$ cat config.mk
export PLATFORM = sky130hd
export DESIGN_NAME = sorted_priority_queue_unit
export DESIGN_NICKNAME = d
export VERILOG_FILES = /design/src/rtl/spq_pkg.sv /design/src/rtl/spq_ctrl.sv /design/src/rtl/spq_datapath.sv /design/src/rtl/sorted_priority_queue_unit.sv
export SDC_FILE = /design/constraint.sdc
export NUM_CORES = 1
export LEC_CHECK = 0
export BUFFER_PORTS_ARGS = -buffer_cell sky130_fd_sc_hd__buf_2
export CAP_MARGIN = 10
export CORE_MARGIN = 8
export CORE_UTILIZATION = 50
export DETAILED_ROUTE_END_ITERATION = 10
export PLACE_DENSITY = 0.66
export SLEW_MARGIN = 25
export SYNTH_ARGS = -nofsm -noshare
export SYNTH_HDL_FRONTEND = slang
export SYNTH_SLANG_ARGS = --single-unit
$ cat constraint.sdc
create_clock -name clk -period 7.3 [get_ports clk]
set_input_delay 0.365 -clock clk [delete_from_list [all_inputs] [get_ports clk]]
set_output_delay 0.365 -clock clk [all_outputs]
set_load 0.01 [all_outputs]
$ cat src/rtl/spq_pkg.sv
// Shared constants and types for the sorted priority queue.
package spq_pkg;

  localparam int DEF_QUEUE_DEPTH = 16;
  localparam int KEY_W = 16;
  localparam int TAG_W = 16;
  localparam int STATUS_W = 2;
  localparam int OCC_W = 5;

  localparam logic REQ_INSERT = 1'b0;
  localparam logic REQ_POP = 1'b1;

  localparam logic [STATUS_W-1:0] STATUS_OK = 2'd0;
  localparam logic [STATUS_W-1:0] STATUS_FULL = 2'd1;
  localparam logic [STATUS_W-1:0] STATUS_EMPTY = 2'd2;

  typedef enum logic {
    ST_IDLE,
    ST_EXEC
  } spq_state_t;

  typedef struct packed {
    logic capture;
    logic commit;
  } spq_cmd_t;

endpackage

$ cat src/rtl/spq_ctrl.sv
// Controller: sequences request capture, execution and result handoff.
module spq_ctrl (
  input  logic              clk,
  input  logic              rst,
  input  logic              in_valid,
  output logic              in_ready,
  output logic              out_valid,
  input  logic              out_ready,
  output spq_pkg::spq_cmd_t cmd
);
  import spq_pkg::*;

  spq_state_t state, state_next;
  logic       out_valid_next;

  always_ff @(posedge clk) begin
    if (rst) begin
      state <= ST_IDLE;
      out_valid <= 1'b0;
    end else begin
      state <= state_next;
      out_valid <= out_valid_next;
    end
  end

  always_comb begin
    state_next = state;
    in_ready = 1'b0;
    cmd.capture = 1'b0;
    cmd.commit = 1'b0;
    out_valid_next = out_valid && !out_ready;
    unique case (state)
      ST_IDLE: begin
        in_ready = 1'b1;
        if (in_valid) begin
          cmd.capture = 1'b1;
          state_next = ST_EXEC;
        end
      end
      ST_EXEC: begin
        // The queue update waits until the result register is free.
        if (!out_valid || out_ready) begin
          cmd.commit = 1'b1;
          out_valid_next = 1'b1;
          state_next = ST_IDLE;
        end
      end
      default: state_next = ST_IDLE;
    endcase
  end

endmodule

$ cat src/rtl/spq_datapath.sv
// Datapath: sorted entry row with parallel compare-and-shift, and result register.
module spq_datapath #(
  parameter int QUEUE_DEPTH = spq_pkg::DEF_QUEUE_DEPTH
) (
  input  logic                           clk,
  input  logic                           rst,
  input  spq_pkg::spq_cmd_t              cmd,
  input  logic                           req_type,
  input  logic [spq_pkg::KEY_W-1:0]      job_key,
  input  logic [spq_pkg::TAG_W-1:0]      job_tag,
  output logic [spq_pkg::STATUS_W-1:0]   status,
  output logic [spq_pkg::KEY_W-1:0]      popped_key,
  output logic [spq_pkg::TAG_W-1:0]      popped_tag,
  output logic [spq_pkg::OCC_W-1:0]      occupancy
);
  import spq_pkg::*;

  localparam int CW = $clog2(QUEUE_DEPTH + 1);

  logic             req_r;
  logic [KEY_W-1:0] key_r;
  logic [TAG_W-1:0] tag_r;

  logic [KEY_W-1:0] keys [QUEUE_DEPTH];
  logic [TAG_W-1:0] tags [QUEUE_DEPTH];
  logic [KEY_W-1:0] keys_next [QUEUE_DEPTH];
  logic [TAG_W-1:0] tags_next [QUEUE_DEPTH];
  logic [CW-1:0]    count, count_next;
  logic [QUEUE_DEPTH-1:0] at_or_after;
  logic             is_full, is_empty;
  logic [STATUS_W-1:0] status_next;
  logic [KEY_W-1:0] pkey_next;
  logic [TAG_W-1:0] ptag_next;
  logic [CW+OCC_W-1:0] occ_ext;

  assign is_full = (count == CW'(QUEUE_DEPTH));
  assign is_empty = (count == '0);

  // A cell is at or after the insert point when it is unused or holds a key
  // not smaller than the new key; the row is sorted, so this is monotonic.
  always_comb begin
    for (int i = 0; i < QUEUE_DEPTH; i++) begin
      at_or_after[i] = (CW'(i) >= count) || (key_r <= keys[i]);
    end
  end

  always_comb begin
    for (int i = 0; i < QUEUE_DEPTH; i++) begin
      keys_next[i] = keys[i];
      tags_next[i] = tags[i];
    end
    count_next = count;
    status_next = STATUS_OK;
    pkey_next = '0;
    ptag_next = '0;
    if (req_r == REQ_INSERT) begin
      if (is_full) begin
        status_next = STATUS_FULL;
      end else begin
        count_next = count + 1'b1;
        if (at_or_after[0]) begin
          keys_next[0] = key_r;
          tags_next[0] = tag_r;
        end
        for (int i = 1; i < QUEUE_DEPTH; i++) begin
          if (at_or_after[i]) begin
            if (!at_or_after[i-1]) begin
              keys_next[i] = key_r;
              tags_next[i] = tag_r;
            end else begin
              keys_next[i] = keys[i-1];
              tags_next[i] = tags[i-1];
            end
          end
        end
      end
    end else begin
      if (is_empty) begin
        status_next = STATUS_EMPTY;
      end else begin
        count_next = count - 1'b1;
        pkey_next = keys[0];
        ptag_next = tags[0];
        for (int i = 0; i < QUEUE_DEPTH - 1; i++) begin
          keys_next[i] = keys[i+1];
          tags_next[i] = tags[i+1];
        end
      end
    end
  end

  assign occ_ext = {{OCC_W{1'b0}}, count_next};

  always_ff @(posedge clk) begin
    if (rst) begin
      count <= '0;
    end else if (cmd.commit) begin
      count <= count_next;
    end
  end

  always_ff @(posedge clk) begin
    if (cmd.capture) begin
      req_r <= req_type;
      key_r <= job_key;
      tag_r <= job_tag;
    end
    if (cmd.commit) begin
      for (int i = 0; i < QUEUE_DEPTH; i++) begin
        keys[i] <= keys_next[i];
        tags[i] <= tags_next[i];
      end
      status <= status_next;
      popped_key <= pkey_next;
      popped_tag <= ptag_next;
      occupancy <= occ_ext[OCC_W-1:0];
    end
  end

endmodule

$ cat src/rtl/sorted_priority_queue_unit.sv
// A request is captured into the request registers, and its result is registered when
// the queue update commits. The controller captures a request and then applies the
// compare-and-shift pass over the sorted entry row; a pending result stalls only that
// update, and no new request is taken until the update has committed.
// A new request may be taken while the previous result still waits at the output.
// Reset empties the queue and clears the handshake; stored entries are not cleared.
// Occupancy reports the entry count modulo 32.
module sorted_priority_queue_unit #(
  parameter int QUEUE_DEPTH = spq_pkg::DEF_QUEUE_DEPTH
) (
  input  logic                         clk,
  input  logic                         rst,
  input  logic                         in_valid,
  output logic                         in_ready,
  input  logic                         req_type,
  input  logic [spq_pkg::KEY_W-1:0]    job_key,
  input  logic [spq_pkg::TAG_W-1:0]    job_tag,
  output logic                         out_valid,
  input  logic                         out_ready,
  output logic [spq_pkg::STATUS_W-1:0] status,
  output logic [spq_pkg::KEY_W-1:0]    popped_key,
  output logic [spq_pkg::TAG_W-1:0]    popped_tag,
  output logic [spq_pkg::OCC_W-1:0]    occupancy
);
  import spq_pkg::*;

  spq_cmd_t cmd;

  spq_ctrl u_ctrl (
    .clk       (clk),
    .rst       (rst),
    .in_valid  (in_valid),
    .in_ready  (in_ready),
    .out_valid (out_valid),
    .out_ready (out_ready),
    .cmd       (cmd)
  );

  spq_datapath #(
    .QUEUE_DEPTH (QUEUE_DEPTH)
  ) u_datapath (
    .clk        (clk),
    .rst        (rst),
    .cmd        (cmd),
    .req_type   (req_type),
    .job_key    (job_key),
    .job_tag    (job_tag),
    .status     (status),
    .popped_key (popped_key),
    .popped_tag (popped_tag),
    .occupancy  (occupancy)
  );

endmodule
==> run metrics, run 1 <==
outcome finished, final reports clean; share of cells above drive strength 1 9.91%; drt via density 7.16; delay-heaviest family, CP buffers and inverters; Cell Area, Synth 38,700 sq um; final hold violation count 0; clk slew on worst S/H paths 0.06 ns; die height 294 microns; RSZ-0062 raised after global routing false; Post-Route Setup TNS 0 ns; highest fanout seen on the critical path 65; Placer Congestion 0.936; multi-input logic area 18,200 sq um; CTS tree done; Post-CTS Setup Bufs 0; Die Span X 294 microns; Net Count, Synth 4,092; Setup Skew 0.0167 ns; # setup viols final 0; via count 34,300; Mean Syn Cell Area 10.2 sq um; FP Rows 102; TritonCTS Buffers 69; Post-synth EDFFs 584; largest net degree at the start of global routing 187; total power draw 10.2 mW; post-CTS sizing 0; critical path class reg -> reg; Bufs on Longest Clock Path 3; YS warnings 0; Slowest Stage Delay on Critical Path 0.74 ns; Distinct cells, synth 61; GRT Total Usage 30.5%; FF/Latch Area 17,700 sq um; Worst-Margin Slew 1.00 ns; DRT antenna net count 0; leakage 15.4 nW; CP cell instances buf_4 -> ha_1 -> nand4_1 -> nor4_1 -> a21o_2 -> buf_4 -> o31a_1 -> buf_4; clock sink count 591; worst path required time 7.59 ns; Root Driver clkbuf_16; num ports 78; Main synth FF type edfxtp_1; Worst Setup Start Kind register; die area 86,500 sq um; GRT busiest layer met2; Yosys reg bits 591; Pwr Density 238 nW/um^2; final wirelength 137,000 microns; # DRC 0; Buffers & Inverters on Critical Path 3; area of the core 77,100 sq um; met3 usage 4.62%; Post-Syn Instances 3,794; clk_lat worst skew 0.62 ns; H-tree Lvls 3; Pre-antenna DRT Iters 6; FILL cells 6,807; Data arrival, critical path 4.40 ns; met1 usage in global routing 40.9%; routed len/inst 28.5 microns; ys async rst share 0%; met2 Usage GRT 47.7%; Port Buffers 77; Pins Over Slew Limit 0; Area growth, synth to finish 10.7%; f_max 0.243 GHz; Slowest-stage cell, CP o31a_1; initial core utilization 50.2%; hold crit path type in -> reg; # Max-Cap Violations 0; Max-slew headroom 33.1%; Final period util 56.3%; sequential area share after synthesis 45.7%; final net count 3,992; hold buffers post-CTS 33; HPWL after DPL 92,600 microns; first-pass GRT wire length 207,000 microns; Worst setup EP type register; min Tclk post-route 4.11 ns; peak supply drop 0.156 mV; CP dominant cell by count buf_4; antenna cells 0; vias in the first global route 33,000; total grt overflow 0; Initial DRC Count 5,118; initial antenna violation count 0
==> cell families after synthesis <==
group | count (synthesis) | synth area share [%]
flops | 591 | 45.7
buf+inv | 821 | 8.41
compound gates | 1169 | 25.2
mux | 34 | 0.990
xor+xnor | 2 | 0.0453
fa+ha+maj | 261 | 8.44
simple gates | 916 | 11.3
==> cell usage in the layout, fill, tap and decap left out, drive strengths merged, types with 16 or more instances in the layout <==
cell type,n
o211ai,16
mux2,34
buf,197
nand2,560
clkbuf,83
or4,130
ha,261
edfxtp,584
o21ai,48
nor2b,20
inv,421
dlygate4sd3,33
and3,36
o311ai,768
nand4,63
clkinv,28
a21oi,115
nor2,64
a32oi,128
==> worst paths after layout <==
kind	startpoint	depth (start not counted)	endpoint	slack, ns
worst max register to register	u_datapath.key_r[12]	8	u_datapath.keys[0][21]	3.19
worst min-delay path	rst	2	u_ctrl.out_valid	0.02
worst max-delay path	u_datapath.key_r[12]	8	u_datapath.keys[0][21]	3.19
worst min register to register	u_ctrl.out_valid	2	u_ctrl.out_valid	0.51
==> cells in the mapped netlist, types with 13 or more instances <==
cell type	count	area (sq um)
o311ai_1	152	1330
nor4_1	13	81.3
o21ai_0	35	175
nand3_1	15	75.1
buf_1	36	135
nor2b_1	20	125
a21oi_1	115	576
o31a_1	14	123
buf_2	59	295
o21ai_1	13	65.1
ha_1	261	3270
o311ai_0	616	5400
o21a_1	13	97.6
mux2_1	29	327
a32oi_1	128	1120
edfxtp_1	584	17500
nor2_1	63	236
o211ai_1	16	120
nand4_1	62	388
or4_1	130	976
inv_1	420	1580
nand2_1	560	2100
clkbuf_1	287	1080
and3_1	36	225
==> power breakdown <==
part	leakage (nW)	total (mW)	internal (mW)	switching [mW]
registers	5.50	4.39	4.17	0.219
clock network	1.09	3.56	2.06	1.50
logic	8.86	2.22	0.678	1.55
total	15.4	10.2	6.91	3.26
==> per-layer routing <==
metal | share of wire (%) | routed length (microns)
met1 | 40 | 54800
met2 | 45 | 61800
met3 | 8.9 | 12200
met4 | 5.8 | 7910
met5 | 0 | 0
==> final cells by class <==
type	instances	share of cell area [%]
clock buffers	83	4.25
clock inverters	38	0.941
inverters	420	3.68
multi-input cells	2382	42.4
flip-flops and latches	591	41.3
well taps	1040	3.04
repair buffers	230	4.36
==> per-stage QoR <==
step / hold WS, ns / instance area, sq um / util, % / worst slack (ns) / std cells
floorplan: 0.434 / 38700 / - / 2.42 / 3794
global route: 0.0389 / 42800 / 55.6 / 3.06 / 4784
detailed placement: 0.501 / 40200 / 52.2 / 3.31 / 4628
global placement: 0.488 / 40000 / 51.9 / 3.32 / 4620
finish: 0.0153 / 42800 / 55.6 / 3.19 / 4784
CTS: 0.00266 / 42800 / 55.5 / 3.27 / 4782
==> state kept, by name, indices dropped and copies added (netlist names) <==
name	flops
u_datapath.keys	256
u_datapath.tags	256
u_datapath.key_r	16
u_datapath.popped_key	16
u_datapath.popped_tag	16
u_datapath.tag_r	16
u_datapath.count	5
u_datapath.occupancy	5
u_datapath.status	2
u_ctrl.out_valid	1
u_ctrl.state	1
u_datapath.req_r	1
No activity file was read; power rests on OpenSTA's default activity.
==> run 2: changes to the inputs <==
- PLACE_DENSITY: 0.66 -> 0.68
- clock period: 7.3 -> 3.6 ns (I/O delays scaled with it)
==> run metrics, run 2 (synthesis results as in run 1) <==
Placed Cells incl. Taps 4,666; most common cell after layout, fill and taps aside o311ai_0; clk slew on worst S/H paths 0.06 ns; WHS 0.269 ns; hold crit path type in -> reg; worst path required time 3.91 ns; Final period util 92.8%; Placer Congestion 0.915; f_max 0.299 GHz; clk_lat worst skew 0.63 ns; FP Rows 102; Pre-antenna DRT Iters 6; Max-slew headroom 31.3%; total grt overflow 0; # DRC 0; H-tree Lvls 3; final hold violation count 0; share of cells above drive strength 1 10.8%; GRT busiest layer met2; CTS tree done; via count 34,400; Worst setup EP type register; # Max-Cap Violations 0; Data arrival, critical path 3.65 ns; final net count 4,031; initial antenna violation count 1; Worst-Margin Slew 1.03 ns; RSZ-0062 raised after global routing false; clock sink count 591; leakage 15.7 nW; Setup Skew 0.0236 ns; Non-Filler Instances 4,826; peak supply drop 0.375 mV; DRT antenna net count 0; met3 usage 4.38%; highest fanout seen on the critical path 27; # setup viols final 0; min Tclk post-route 3.34 ns; outcome finished, final reports clean; Pins Over Slew Limit 0; Post-Route Setup TNS 0 ns; Area growth, synth to finish 12.0%; num ports 78; FF-to-FF path depth 7; routed len/inst 27.1 microns; Initial DRC Count 4,458; drt via density 7.12; area of the core 77,100 sq um; critical path class reg -> reg; Die Span X 294 microns; met1 usage in global routing 38.1%; Root Driver clkbuf_16; die area 86,500 sq um; initial core utilization 50.2%; Bufs on Longest Clock Path 3; antenna cells 0; met2 Usage GRT 46.3%; HPWL after DPL 90,600 microns; Worst Setup Start Kind register; GRT Total Usage 29.0%; largest net degree at the start of global routing 175; first-pass GRT wire length 201,000 microns; die height 294 microns; most frequent cells in the layout o311ai_0, edfxtp_1, nand2_1; hold path depth 2; top flop regs u_datapath.keys x256, u_datapath.tags x256; Port Buffers 77; Pwr Density 477 nW/um^2; final wirelength 131,000 microns; TritonCTS Buffers 69; vias in the first global route 33,800
run 2: cell types whose count changed in the layout (fill, tap and decap cells not counted), moves of 2 or more:
cell / before / now
clkbuf_8: 0 / 2
inv_16: 0 / 2
o21ai_2: 8 / 6
bufinv_16: 8 / 6
buf_12: 5 / 35
clkbuf_1: 12 / 10
buf_4: 105 / 121
dlygate4sd3_1: 33 / 36
buf_16: 9 / 0
o21ai_1: 4 / 6
clkinvlp_4: 1 / 5
run 2: critical path: stages, from the launching register on:
cell       delay [ns]
edfxtp_1         0.63
buf_4            0.27
ha_1             0.17
a21o_1           0.20
a2111oi_1        0.82
o21ai_0          0.32
o31ai_4          0.32
buf_12           0.25
run 2: worst paths after layout:
kind                            slack, ns                endpoint              startpoint
worst max-delay path                 0.26  u_datapath.tags[7][19]    u_datapath.key_r[13]
worst min-delay path                 0.27     u_datapath.tag_r[0]              job_tag[0]
worst max register to register       0.26  u_datapath.tags[7][19]    u_datapath.key_r[13]
worst min register to register       0.54  u_datapath.tags[7][13]  u_datapath.tags[7][29]
run 2: routing by layer:
metal | routed length [microns] | share of wire [%] | vias to the layer above
met3 | 10600 | 8.1 | 386
li1 | - | - | 15100
met1 | 51600 | 39 | 16800
met2 | 61000 | 47 | 2072
met4 | 7460 | 5.7 | 2
met5 | 11 | 0.0084 | -
run 2: what timing repair did:
action                    4_1_cts  5_1_grt
buffers inserted                0        0
hold endpoints to repair       40        0
hold buffers                   36        0
resized for setup               0        0
run 2: power breakdown:
part / leakage [nW] / internal (mW) / switching [mW]
combinational: 9.10 / 1.47 / 3.10
sequential: 5.50 / 8.46 / 0.430
clock: 1.08 / 4.07 / 3.12
total: 15.7 / 14.0 / 6.65
run 2: stage by stage:
step | setup slack, ns | total power, mW | util (%) | cell area (sq um)
after floorplan | 0.181 | 11.7 | - | 38700
after global placement | 0.169 | 13.3 | 52.8 | 40700
after detailed placement | 0.111 | 13.4 | 52.8 | 40700
after CTS | 0.0996 | 20.6 | 56.2 | 43300
after global routing | 0.124 | 21.4 | 56.2 | 43300
final | 0.260 | 20.7 | 56.2 | 43300
run 2: layout make-up:
cell class | instances | area (sq um)
Clock inverter | 42 | 420
Clock buffer | 82 | 1820
Tap cell | 1040 | 1300
Fill cell | 6666 | 33800
Multi-Input combinational cell | 2382 | 18200
Inverter | 420 | 1580
Timing Repair Buffer | 269 | 2350
Sequential cell | 591 | 17700
